**src/assert_macros.svh**
```systemverilog
// Assertion macros used by the top-level RTL.
// Define NO_ASSERTIONS to compile them away.
`ifndef ASSERT_MACROS_SVH
`define ASSERT_MACROS_SVH

`ifndef NO_ASSERTIONS
// The consequent must hold in the same cycle as the antecedent.
`define ASSERT_SAME(label, clk, rst, ante, cons) \
   label: assert property (@(posedge clk) disable iff (rst) (ante) |-> (cons)) \
      else $error("same-cycle assertion failed");
// The consequent must hold in the cycle after the antecedent.
`define ASSERT_NEXT(label, clk, rst, ante, cons) \
   label: assert property (@(posedge clk) disable iff (rst) (ante) |=> (cons)) \
      else $error("next-cycle assertion failed");
`else
`define ASSERT_SAME(label, clk, rst, ante, cons)
`define ASSERT_NEXT(label, clk, rst, ante, cons)
`endif

`endif

```
**src/hcg_pkg.sv**
```systemverilog
package hcg_pkg;

   // Fixed field widths of the request and response items.
   localparam int OFFSET_W   = 31;
   localparam int RADIX_IN_W = 8;
   localparam int COORD_W    = 32;
   localparam int START_W    = 31;
   localparam int FRAC_W     = 32;
   localparam int PROD_W     = 2 * FRAC_W;

   // Request tdata layout, lowest bit first.
   localparam int OFF_LSB    = 0;
   localparam int RADIX_LSB  = OFF_LSB + OFFSET_W;
   localparam int MIN_LSB    = RADIX_LSB + RADIX_IN_W;
   localparam int MAX_LSB    = MIN_LSB + COORD_W;
   localparam int REQ_DATA_W = 104;
   localparam int RSP_DATA_W = 32;

   // Start number after reset.
   localparam logic [START_W-1:0] START_RESET = START_W'(1);

   // Commands from the controller to the datapath.
   typedef struct packed {
      logic load;
      logic div_step;
      logic digit_end;
      logic frac_step;
      logic mul;
      logic out_load;
   } hcg_cmd_type;

   // Status from the datapath to the controller.
   typedef struct packed {
      logic seq_zero;
      logic base_bad;
      logic out_busy;
   } hcg_status_type;

endpackage

```
**src/halton_coordinate_generator.sv**
```systemverilog
// Halton coordinate generator. Each request item gives a point offset, a base and a signed
// Q16.16 range; the block adds the offset to the start number register, reverses the base-b
// digits of that sequence number into a truncated Q0.32 radical inverse, and returns the range
// minimum plus the floored, scaled fraction of the span. One item is in work at a time. Each
// base digit is found by a one-bit-per-cycle restoring divider over SEQ_WIDTH bits, the
// fraction by a 32-step long division, then come a multiply state and an output state. A
// sequence number of zero or a base below two skips the digit and fraction steps and goes
// straight to the multiply. The output state waits while an earlier result is still held and
// not taken. The result waits in an output register, so the next item is taken while an
// earlier result is still pending.
module halton_coordinate_generator import hcg_pkg::*; #(
   parameter int SEQ_WIDTH   = 32,
   parameter int RADIX_WIDTH = 8
) (
   input  logic                  clock,
   input  logic                  reset,
   // Start number register write.
   input  logic                  csr_wr_en,
   input  logic [START_W-1:0]    csr_wr_data,
   // Request channel.
   input  logic                  req_tvalid,
   output logic                  req_tready,
   input  logic [REQ_DATA_W-1:0] req_tdata,  // point_offset, radix, range_min, range_max, zero pad
   input  logic                  req_tlast,
   // Response channel.
   output logic                  rsp_tvalid,
   input  logic                  rsp_tready,
   output logic [RSP_DATA_W-1:0] rsp_tdata,  // coordinate
   output logic                  rsp_tlast
);

`include "assert_macros.svh"

   // The base field is eight bits wide; narrower bases keep the low bits.
   localparam int BASE_W = (RADIX_WIDTH < RADIX_IN_W) ? RADIX_WIDTH : RADIX_IN_W;

   hcg_cmd_type    cmd;
   hcg_status_type status;

   hcg_ctrl #(
      .SEQ_WIDTH (SEQ_WIDTH)
   ) u_ctrl (
      .clock      (clock),
      .reset      (reset),
      .req_tvalid (req_tvalid),
      .req_tready (req_tready),
      .status     (status),
      .cmd        (cmd)
   );

   hcg_datapath #(
      .SEQ_WIDTH (SEQ_WIDTH),
      .BASE_W    (BASE_W)
   ) u_datapath (
      .clock       (clock),
      .reset       (reset),
      .cmd         (cmd),
      .status      (status),
      .csr_wr_en   (csr_wr_en),
      .csr_wr_data (csr_wr_data),
      .req_tdata   (req_tdata),
      .req_tlast   (req_tlast),
      .rsp_tvalid  (rsp_tvalid),
      .rsp_tready  (rsp_tready),
      .rsp_tdata   (rsp_tdata),
      .rsp_tlast   (rsp_tlast)
   );

   // A new result never overwrites one that is still waiting.
   `ASSERT_SAME(a_no_overwrite, clock, reset, cmd.out_load, !rsp_tvalid || rsp_tready)
   // After an item is accepted the block is busy with it.
   `ASSERT_NEXT(a_one_in_work, clock, reset, req_tvalid && req_tready, !req_tready)
   // The radix divider runs only on a usable base.
   `ASSERT_SAME(a_div_base_ok, clock, reset, cmd.div_step, !status.base_bad)
   // A load happens only on an accepted item.
   `ASSERT_SAME(a_load_on_accept, clock, reset, cmd.load, req_tvalid && req_tready)

endmodule

```
**src/hcg_ctrl.sv**
```systemverilog
module hcg_ctrl import hcg_pkg::*; #(
   parameter int SEQ_WIDTH = 32
) (
   input  logic           clock,
   input  logic           reset,
   input  logic           req_tvalid,
   output logic           req_tready,
   input  hcg_status_type status,
   output hcg_cmd_type    cmd
);

   localparam int CNT_W = $clog2(SEQ_WIDTH > FRAC_W ? SEQ_WIDTH : FRAC_W);

   localparam logic [2:0] S_IDLE   = 3'd0;
   localparam logic [2:0] S_CHECK  = 3'd1;
   localparam logic [2:0] S_DIGIT  = 3'd2;
   localparam logic [2:0] S_DIGEND = 3'd3;
   localparam logic [2:0] S_FRAC   = 3'd4;
   localparam logic [2:0] S_MUL    = 3'd5;
   localparam logic [2:0] S_FIN    = 3'd6;

   logic [2:0]       state_ff, state_in;
   logic [CNT_W-1:0] cnt_ff, cnt_in;

   // Only one item is in work at a time.
   assign req_tready = (state_ff == S_IDLE);

   // Sequencer over digit extraction, fraction division and scaling.
   always_comb begin
      state_in = state_ff;
      cnt_in   = cnt_ff;
      cmd      = '0;
      unique case (state_ff)
         S_IDLE: begin
            if (req_tvalid) begin
               cmd.load = 1'b1;
               state_in = S_CHECK;
            end
         end
         S_CHECK: begin
            cnt_in = '0;
            if (status.base_bad || status.seq_zero) begin
               state_in = S_MUL;
            end else begin
               state_in = S_DIGIT;
            end
         end
         S_DIGIT: begin
            cmd.div_step = 1'b1;
            if (cnt_ff == CNT_W'(SEQ_WIDTH - 1)) begin
               state_in = S_DIGEND;
            end else begin
               cnt_in = cnt_ff + CNT_W'(1);
            end
         end
         S_DIGEND: begin
            cmd.digit_end = 1'b1;
            cnt_in        = '0;
            if (status.seq_zero) begin
               state_in = S_FRAC;
            end else begin
               state_in = S_DIGIT;
            end
         end
         S_FRAC: begin
            cmd.frac_step = 1'b1;
            if (cnt_ff == CNT_W'(FRAC_W - 1)) begin
               state_in = S_MUL;
            end else begin
               cnt_in = cnt_ff + CNT_W'(1);
            end
         end
         S_MUL: begin
            cmd.mul  = 1'b1;
            state_in = S_FIN;
         end
         S_FIN: begin
            if (!status.out_busy) begin
               cmd.out_load = 1'b1;
               state_in     = S_IDLE;
            end
         end
         default: begin
            state_in = S_IDLE;
         end
      endcase
   end

   // State and counter registers.
   always_ff @(posedge clock) begin
      if (reset) begin
         state_ff <= S_IDLE;
         cnt_ff   <= '0;
      end else begin
         state_ff <= state_in;
         cnt_ff   <= cnt_in;
      end
   end

endmodule

```
**src/hcg_datapath.sv**
```systemverilog
module hcg_datapath import hcg_pkg::*; #(
   parameter int SEQ_WIDTH = 32,
   parameter int BASE_W    = 8
) (
   input  logic                  clock,
   input  logic                  reset,
   input  hcg_cmd_type           cmd,
   output hcg_status_type        status,
   input  logic                  csr_wr_en,
   input  logic [START_W-1:0]    csr_wr_data,
   input  logic [REQ_DATA_W-1:0] req_tdata,
   input  logic                  req_tlast,
   output logic                  rsp_tvalid,
   input  logic                  rsp_tready,
   output logic [RSP_DATA_W-1:0] rsp_tdata,
   output logic                  rsp_tlast
);

   localparam int DEN_W = SEQ_WIDTH + BASE_W;

   logic [START_W-1:0]    start_ff;
   logic [SEQ_WIDTH-1:0]  q_ff, q_in;
   logic [BASE_W-1:0]     base_ff, base_in;
   logic [BASE_W-1:0]     drem_ff, drem_in;
   logic [DEN_W-1:0]      rev_ff, rev_in;
   logic [DEN_W-1:0]      den_ff, den_in;
   logic [DEN_W-1:0]      frem_ff, frem_in;
   logic [FRAC_W-1:0]     frac_ff, frac_in;
   logic [COORD_W-1:0]    mag_ff, mag_in;
   logic                  neg_ff, neg_in;
   logic [COORD_W-1:0]    lo_ff, lo_in;
   logic                  last_ff, last_in;
   logic [PROD_W-1:0]     prod_ff, prod_in;
   logic [RSP_DATA_W-1:0] rsp_data_ff, rsp_data_in;
   logic                  rsp_last_ff, rsp_last_in;
   logic                  rsp_valid_ff, rsp_valid_in;

   logic [31:0]               seq_sum;
   logic [COORD_W-1:0]        req_min, req_max;
   logic [COORD_W:0]          span, span_abs;
   logic [BASE_W:0]           div_trial;
   logic                      div_ge;
   logic [DEN_W+BASE_W-1:0]   rev_prod, den_prod;
   logic [DEN_W:0]            frac_trial;
   logic                      frac_ge;
   logic [COORD_W:0]          quot;
   logic [COORD_W-1:0]        coord;

   // Request fields and the sequence number.
   assign req_min = req_tdata[MIN_LSB +: COORD_W];
   assign req_max = req_tdata[MAX_LSB +: COORD_W];
   assign seq_sum = 32'(start_ff) + 32'(req_tdata[OFF_LSB +: OFFSET_W]);

   // Signed span of the output range and its magnitude.
   assign span     = {req_max[COORD_W-1], req_max} - {req_min[COORD_W-1], req_min};
   assign span_abs = span[COORD_W] ? ((COORD_W+1)'(0) - span) : span;

   // One restoring step of the division by the radix, quotient shifted into q.
   assign div_trial = {drem_ff, q_ff[SEQ_WIDTH-1]};
   assign div_ge    = (div_trial >= {1'b0, base_ff});

   // Digit accumulation: append the digit to the reversed number, grow the denominator.
   assign rev_prod = rev_ff * base_ff;
   assign den_prod = den_ff * base_ff;

   // One step of the long division rev * 2^32 / den.
   assign frac_trial = {frem_ff, 1'b0};
   assign frac_ge    = (frac_trial >= {1'b0, den_ff});

   // Scaled offset, rounded toward minus infinity for a reversed range.
   assign quot  = (COORD_W+1)'(prod_ff[PROD_W-1:FRAC_W])
                + (COORD_W+1)'(neg_ff && (prod_ff[FRAC_W-1:0] != '0));
   assign coord = neg_ff ? (lo_ff - quot[COORD_W-1:0]) : (lo_ff + quot[COORD_W-1:0]);

   // Next values of the working registers.
   always_comb begin
      q_in         = q_ff;
      base_in      = base_ff;
      drem_in      = drem_ff;
      rev_in       = rev_ff;
      den_in       = den_ff;
      frem_in      = frem_ff;
      frac_in      = frac_ff;
      mag_in       = mag_ff;
      neg_in       = neg_ff;
      lo_in        = lo_ff;
      last_in      = last_ff;
      prod_in      = prod_ff;
      rsp_data_in  = rsp_data_ff;
      rsp_last_in  = rsp_last_ff;
      rsp_valid_in = rsp_valid_ff;
      if (cmd.load) begin
         q_in    = SEQ_WIDTH'(seq_sum);
         base_in = BASE_W'(req_tdata[RADIX_LSB +: RADIX_IN_W]);
         drem_in = '0;
         rev_in  = '0;
         den_in  = DEN_W'(1);
         frem_in = '0;
         frac_in = '0;
         mag_in  = span_abs[COORD_W-1:0];
         neg_in  = span[COORD_W];
         lo_in   = req_min;
         last_in = req_tlast;
      end
      if (cmd.div_step) begin
         q_in    = {q_ff[SEQ_WIDTH-2:0], div_ge};
         drem_in = div_ge ? BASE_W'(div_trial - {1'b0, base_ff}) : div_trial[BASE_W-1:0];
      end
      if (cmd.digit_end) begin
         rev_in  = DEN_W'(rev_prod) + DEN_W'(drem_ff);
         den_in  = DEN_W'(den_prod);
         frem_in = DEN_W'(rev_prod) + DEN_W'(drem_ff);
         drem_in = '0;
      end
      if (cmd.frac_step) begin
         frem_in = frac_ge ? DEN_W'(frac_trial - {1'b0, den_ff}) : frac_trial[DEN_W-1:0];
         frac_in = {frac_ff[FRAC_W-2:0], frac_ge};
      end
      if (cmd.mul) begin
         prod_in = PROD_W'(frac_ff) * PROD_W'(mag_ff);
      end
      // Output register: a loaded item waits here until taken.
      if (cmd.out_load) begin
         rsp_data_in  = coord;
         rsp_last_in  = last_ff;
         rsp_valid_in = 1'b1;
      end else if (rsp_tready) begin
         rsp_valid_in = 1'b0;
      end
   end

   // Payload registers.
   always_ff @(posedge clock) begin
      q_ff        <= q_in;
      base_ff     <= base_in;
      drem_ff     <= drem_in;
      rev_ff      <= rev_in;
      den_ff      <= den_in;
      frem_ff     <= frem_in;
      frac_ff     <= frac_in;
      mag_ff      <= mag_in;
      neg_ff      <= neg_in;
      lo_ff       <= lo_in;
      last_ff     <= last_in;
      prod_ff     <= prod_in;
      rsp_data_ff <= rsp_data_in;
      rsp_last_ff <= rsp_last_in;
   end

   // Control registers: start number and output valid.
   always_ff @(posedge clock) begin
      if (reset) begin
         start_ff     <= START_RESET;
         rsp_valid_ff <= 1'b0;
      end else begin
         if (csr_wr_en) begin
            start_ff <= csr_wr_data;
         end
         rsp_valid_ff <= rsp_valid_in;
      end
   end

   assign status.seq_zero = (q_ff == '0);
   assign status.base_bad = (base_ff < BASE_W'(2));
   assign status.out_busy = rsp_valid_ff && !rsp_tready;

   assign rsp_tvalid = rsp_valid_ff;
   assign rsp_tdata  = rsp_data_ff;
   assign rsp_tlast  = rsp_last_ff;

endmodule
```
**config.mk**
```make
export PLATFORM = sky130hd
export DESIGN_NAME = halton_coordinate_generator
export DESIGN_NICKNAME = d
export VERILOG_FILES = /design/src/hcg_pkg.sv /design/src/halton_coordinate_generator.sv /design/src/hcg_ctrl.sv /design/src/hcg_datapath.sv
export VERILOG_INCLUDE_DIRS = /design/src /design/src/src
export SDC_FILE = /design/constraint.sdc
export NUM_CORES = 2
export LEC_CHECK = 0
export BUFFER_PORTS_ARGS = -buffer_cell sky130_fd_sc_hd__buf_4
export CAP_MARGIN = 10
export CORE_MARGIN = 2
export CORE_UTILIZATION = 30
export CTS_CLUSTER_SIZE = 25
export DETAILED_ROUTE_END_ITERATION = 8
export RECOVER_POWER = 25
export SLEW_MARGIN = 10
export SYNTH_ARGS = -nofsm -noshare
export SYNTH_HDL_FRONTEND = slang
export SYNTH_SLANG_ARGS = --single-unit
```
**constraint.sdc**
```tcl
create_clock -name clock -period 8.9 [get_ports clock]
set_clock_uncertainty 0.05 [all_clocks]
set_input_delay 0.445 -clock clock [delete_from_list [all_inputs] [get_ports clock]]
set_output_delay 0.445 -clock clock [all_outputs]
set_load 0.005 [all_outputs]
```
==> out/results.env <==
HPWLAFTERDP_MM=152.3
PLACE.PORT_BUFFERS=174
CRITPATHMAXSTAGEDELAY_PS=780
YOSYS_WARNINGS=0
HIGHEST_NET_FANOUT_ALONG_THE_WORST_PATH=12
DRIVE_ABOVE_1_SHARE=0.05760
CRITPATHTOPFAMILY='adder cells'
MIN_PATH_TYPE='in -> reg'
DIE_HEIGHT_UM=499.8
DRT-PASS1-ITER-COUNT=7
FINAL-MAX-SLEW-VIOLATION-COUNT=162
WORST_SETUP_PATH_CLASS='reg -> reg'
CTS_ROOT_BUF='sky130_fd_sc_hd__clkbuf_16'
CLKTRANSATPATHREGS_PS=60
SYN-INSTANCE-COUNT=7933
CTS.HTREE.LEVELS=2
PLACE_CONGESTION=0.8869
POST_SYNTH_AND_OR_NAND_NOR_AREA_FRACTION=0.1710
GROUTE.LAYER.MET3.USAGE=0.01607
FLOORPLAN.INITIALDENSITY=0.3007
SYNTH_TOP_FAMILY_BY_AREA='adder cells'
MAX_FREQ_MHz=116.3
DIE-AREA_UM2=249800
MOST_COMMON_CELL_AFTER_LAYOUT_FILL_AND_TAPS_ASIDE='sky130_fd_sc_hd__inv_1'
SETUP.WORST_PATH.START_CLASS='flop'
MUXSHAREOFSYNTHAREA=0.006413
LAYOUT_COMMON_CELLS='sky130_fd_sc_hd__inv_1 (1422), sky130_fd_sc_hd__fa_1 (1316), sky130_fd_sc_hd__nand2_1 (906)'
CRIT_ARRIVAL_PS=8960
PIN_COUNT=176
SETUP-VIOLATIONS-FINAL=0
CP_COMMON_CELL='sky130_fd_sc_hd__fa_1'
STATUS='complete, but fails checks'
RELSLEWSLACK=-0.9002
DESIGN_AREA_UM2=81980
CRIT_PATH_TOP_DELAY_CELL='sky130_fd_sc_hd__edfxtp_1'
YOSYS.AREA_SHARE.XOR_XNOR=0.04151
POSTROUTEWIRELENGTH_MM=189.3
SYNTH-MAIN-FF-CELL='sky130_fd_sc_hd__edfxtp_1'
FINAL-HOLD-VIOLATION-COUNT=0
SYNTH_FP_NETS=9929
GRT_USE_TOTAL=0.1523
GLOBALROUTEMET2UTIL=0.2585
FINALNETCOUNT=10080
POSTSYNTH.ASYNCRESETSHARE=0
TRITONCTS_CLOCK_TREE='done'
SYNTH_AREA_IN_COMPOUND_GATES=0.08412
SLEW_AT_THE_PIN_CLOSEST_TO_ITS_MAX_SLEW_LIMIT_PS=2850
HOLDWS_PS=69.26
CTS_INSERTED_BUFFERS=52
FILLERINSTANCES=25000
NUMBER_OF_GLOBAL_ROUTE_VIAS_BEFORE_REPAIR=58020
COUNT_OF_FLIP_FLOPS_WITH_A_BUILT_IN_ENABLE_AFTER_SYNTHESIS=355
GRT-OVFL-TOTAL=0
AREA_GROWTH_PCT=11.17
SYNTH_CELL_TYPE_COUNT=98
DIE_X_UM=499.8
FAILED_CHECKS='max-capacitance violations, max-slew violations'
SYNTHADDERAREAFRAC=0.4487
POST_DETAILED_ROUTE_VIA_TO_CELL_RATIO=4.821
YS_SEQ_ELEMENTS=403
CLK_PATH_BUF_DEPTH=3
ROUTE.DETAILED.DRC=0
CRITICAL_PATH_REQUIRED_PS=9260
SYN_AVG_CELL_AREA_UM2=9.297
CORE_AREA_UM2=245300
CRITPATHBUFINV=4
GRT_FIRST_PASS_WIRELENGTH_MM=310.4
MAXCAPVIOLCOUNT=5
GLOBALROUTE.BUSIESTLAYER='met2'
POSTROUTEANTENNANETS=0
ANTENNA_VIOLATIONS_BEFORE_REPAIR=3
TOTAL_NUMBER_OF_PLACEMENT_ROWS=182
MET1_USAGE=0.2088
GRT_START_MAX_NET_PINS=65
FIN_CRIT_SH=0.9664
MAPPEDNETLISTAREA_UM2=73750
VIAS=54710
NUM_CLOCK_SINKS=403
DRTITER0DRC=3361
ROUTE.DETAILED.WL_PER_INST_UM=16.68
FINAL.MIN_CLOCK_PERIOD_PS=8601
YOSYSSEQAREASHARE=0.1576
POSTPLACECELLAREA_UM2=79130
WORSTSKEWPAIRLATENCY_PS=700
CRITPATHCAPTURETYPE='flop'
-- per-stage QoR --
stage          instances  setup TNS (ps)  utilization  worst slack (ps)
6_report           11350               0       0.3343             298.9
5_1_grt            11350        -0.01599       0.3343          -0.01599
4_1_cts            11310               0       0.3328             17.98
3_5_place_dp       11140          -2.235       0.3227            -2.235
3_3_place_gp       11140               0       0.3227             114.8
2_1_floorplan       7933               0            -             987.1
-- final timing paths --
kind / depth (start not counted) / slack (ps) / end / start
worst max register to register: 25 / 300 / u_datapath.prod_ff[58] / u_datapath.mag_ff[24]
worst min-delay path: 3 / 70 / u_datapath.rsp_tvalid / rsp_tready
worst max-delay path: 25 / 300 / u_datapath.prod_ff[58] / u_datapath.mag_ff[24]
worst min register to register: 0 / 390 / u_datapath.rsp_tlast / u_datapath.last_ff
-- metal layers --
metal / vias up / routed length, um
li1: 25090 / -
met1: 27990 / 84520
met2: 1401 / 91050
met3: 216 / 9462
met4: 2 / 4212
met5: - / 20
-- cells in the mapped netlist, types with 53 or more instances --
master,n,area share
sky130_fd_sc_hd__and2_1,846,0.072
sky130_fd_sc_hd__edfxtp_1,355,0.14
sky130_fd_sc_hd__o21bai_1,53,0.0054
sky130_fd_sc_hd__a21o_1,149,0.015
sky130_fd_sc_hd__nand2_1,908,0.046
sky130_fd_sc_hd__nor3_1,55,0.0037
sky130_fd_sc_hd__xnor2_1,211,0.025
sky130_fd_sc_hd__fa_1,1316,0.36
sky130_fd_sc_hd__a21oi_1,297,0.020
sky130_fd_sc_hd__o21ai_0,175,0.012
sky130_fd_sc_hd__inv_1,1423,0.072
sky130_fd_sc_hd__ha_1,539,0.091
sky130_fd_sc_hd__clkbuf_1,315,0.016
sky130_fd_sc_hd__xor2_1,136,0.016
sky130_fd_sc_hd__nand3_1,72,0.0049
sky130_fd_sc_hd__nor2_1,404,0.021
-- timing repair --
item,CTS,global route
pin swaps,0,2
endpoints found under the hold margin,72,0
setup endpoints to repair,1,14
hold buffers,72,0
setup buffers,2,39
resized for setup,0,5
-- worst min-delay path, cell delays in order --
cell                       delay (ps)
sky130_fd_sc_hd__buf_4             80
sky130_fd_sc_hd__nand2b_1         140
sky130_fd_sc_hd__a21oi_1           80
-- flip-flops by register name, summed over array words and instances, names as in the netlist, 8 cells and up --
register	flops
u_datapath.lo_ff	32
u_datapath.frac_ff	32
u_datapath.rsp_tdata	32
u_datapath.prod_ff	64
u_datapath.rev_ff	40
u_datapath.start_ff	31
u_datapath.drem_ff	8
u_datapath.q_ff	32
u_datapath.frem_ff	40
u_datapath.den_ff	40
u_datapath.mag_ff	32
u_datapath.base_ff	8
-- kinds of logic after synthesis --
family	after synthesis
AND/OR/NAND/NOR	2548
multiplexers	47
XOR/XNOR	348
buffers and inverters	1773
AO/OA/AOI/OAI	959
adder cells (fa/ha/maj)	1855
flip-flops	403
-- cell type report --
type	instances	area [um2]	share of cell area
Antenna cell	2	5.005	0.00006105
Clock buffer	63	1343	0.01638
Clock inverter	32	405.4	0.004945
Inverter	1426	5354	0.06530
Multi-Input combinational cell	5757	55510	0.6771
Sequential cell	403	11620	0.1417
Tap cell	3220	4029	0.04914
Timing Repair Buffer	444	3719	0.04536
Power is not shown: default switching activity piles up to over one toggle a cycle in this logic, so the estimate is an artifact.
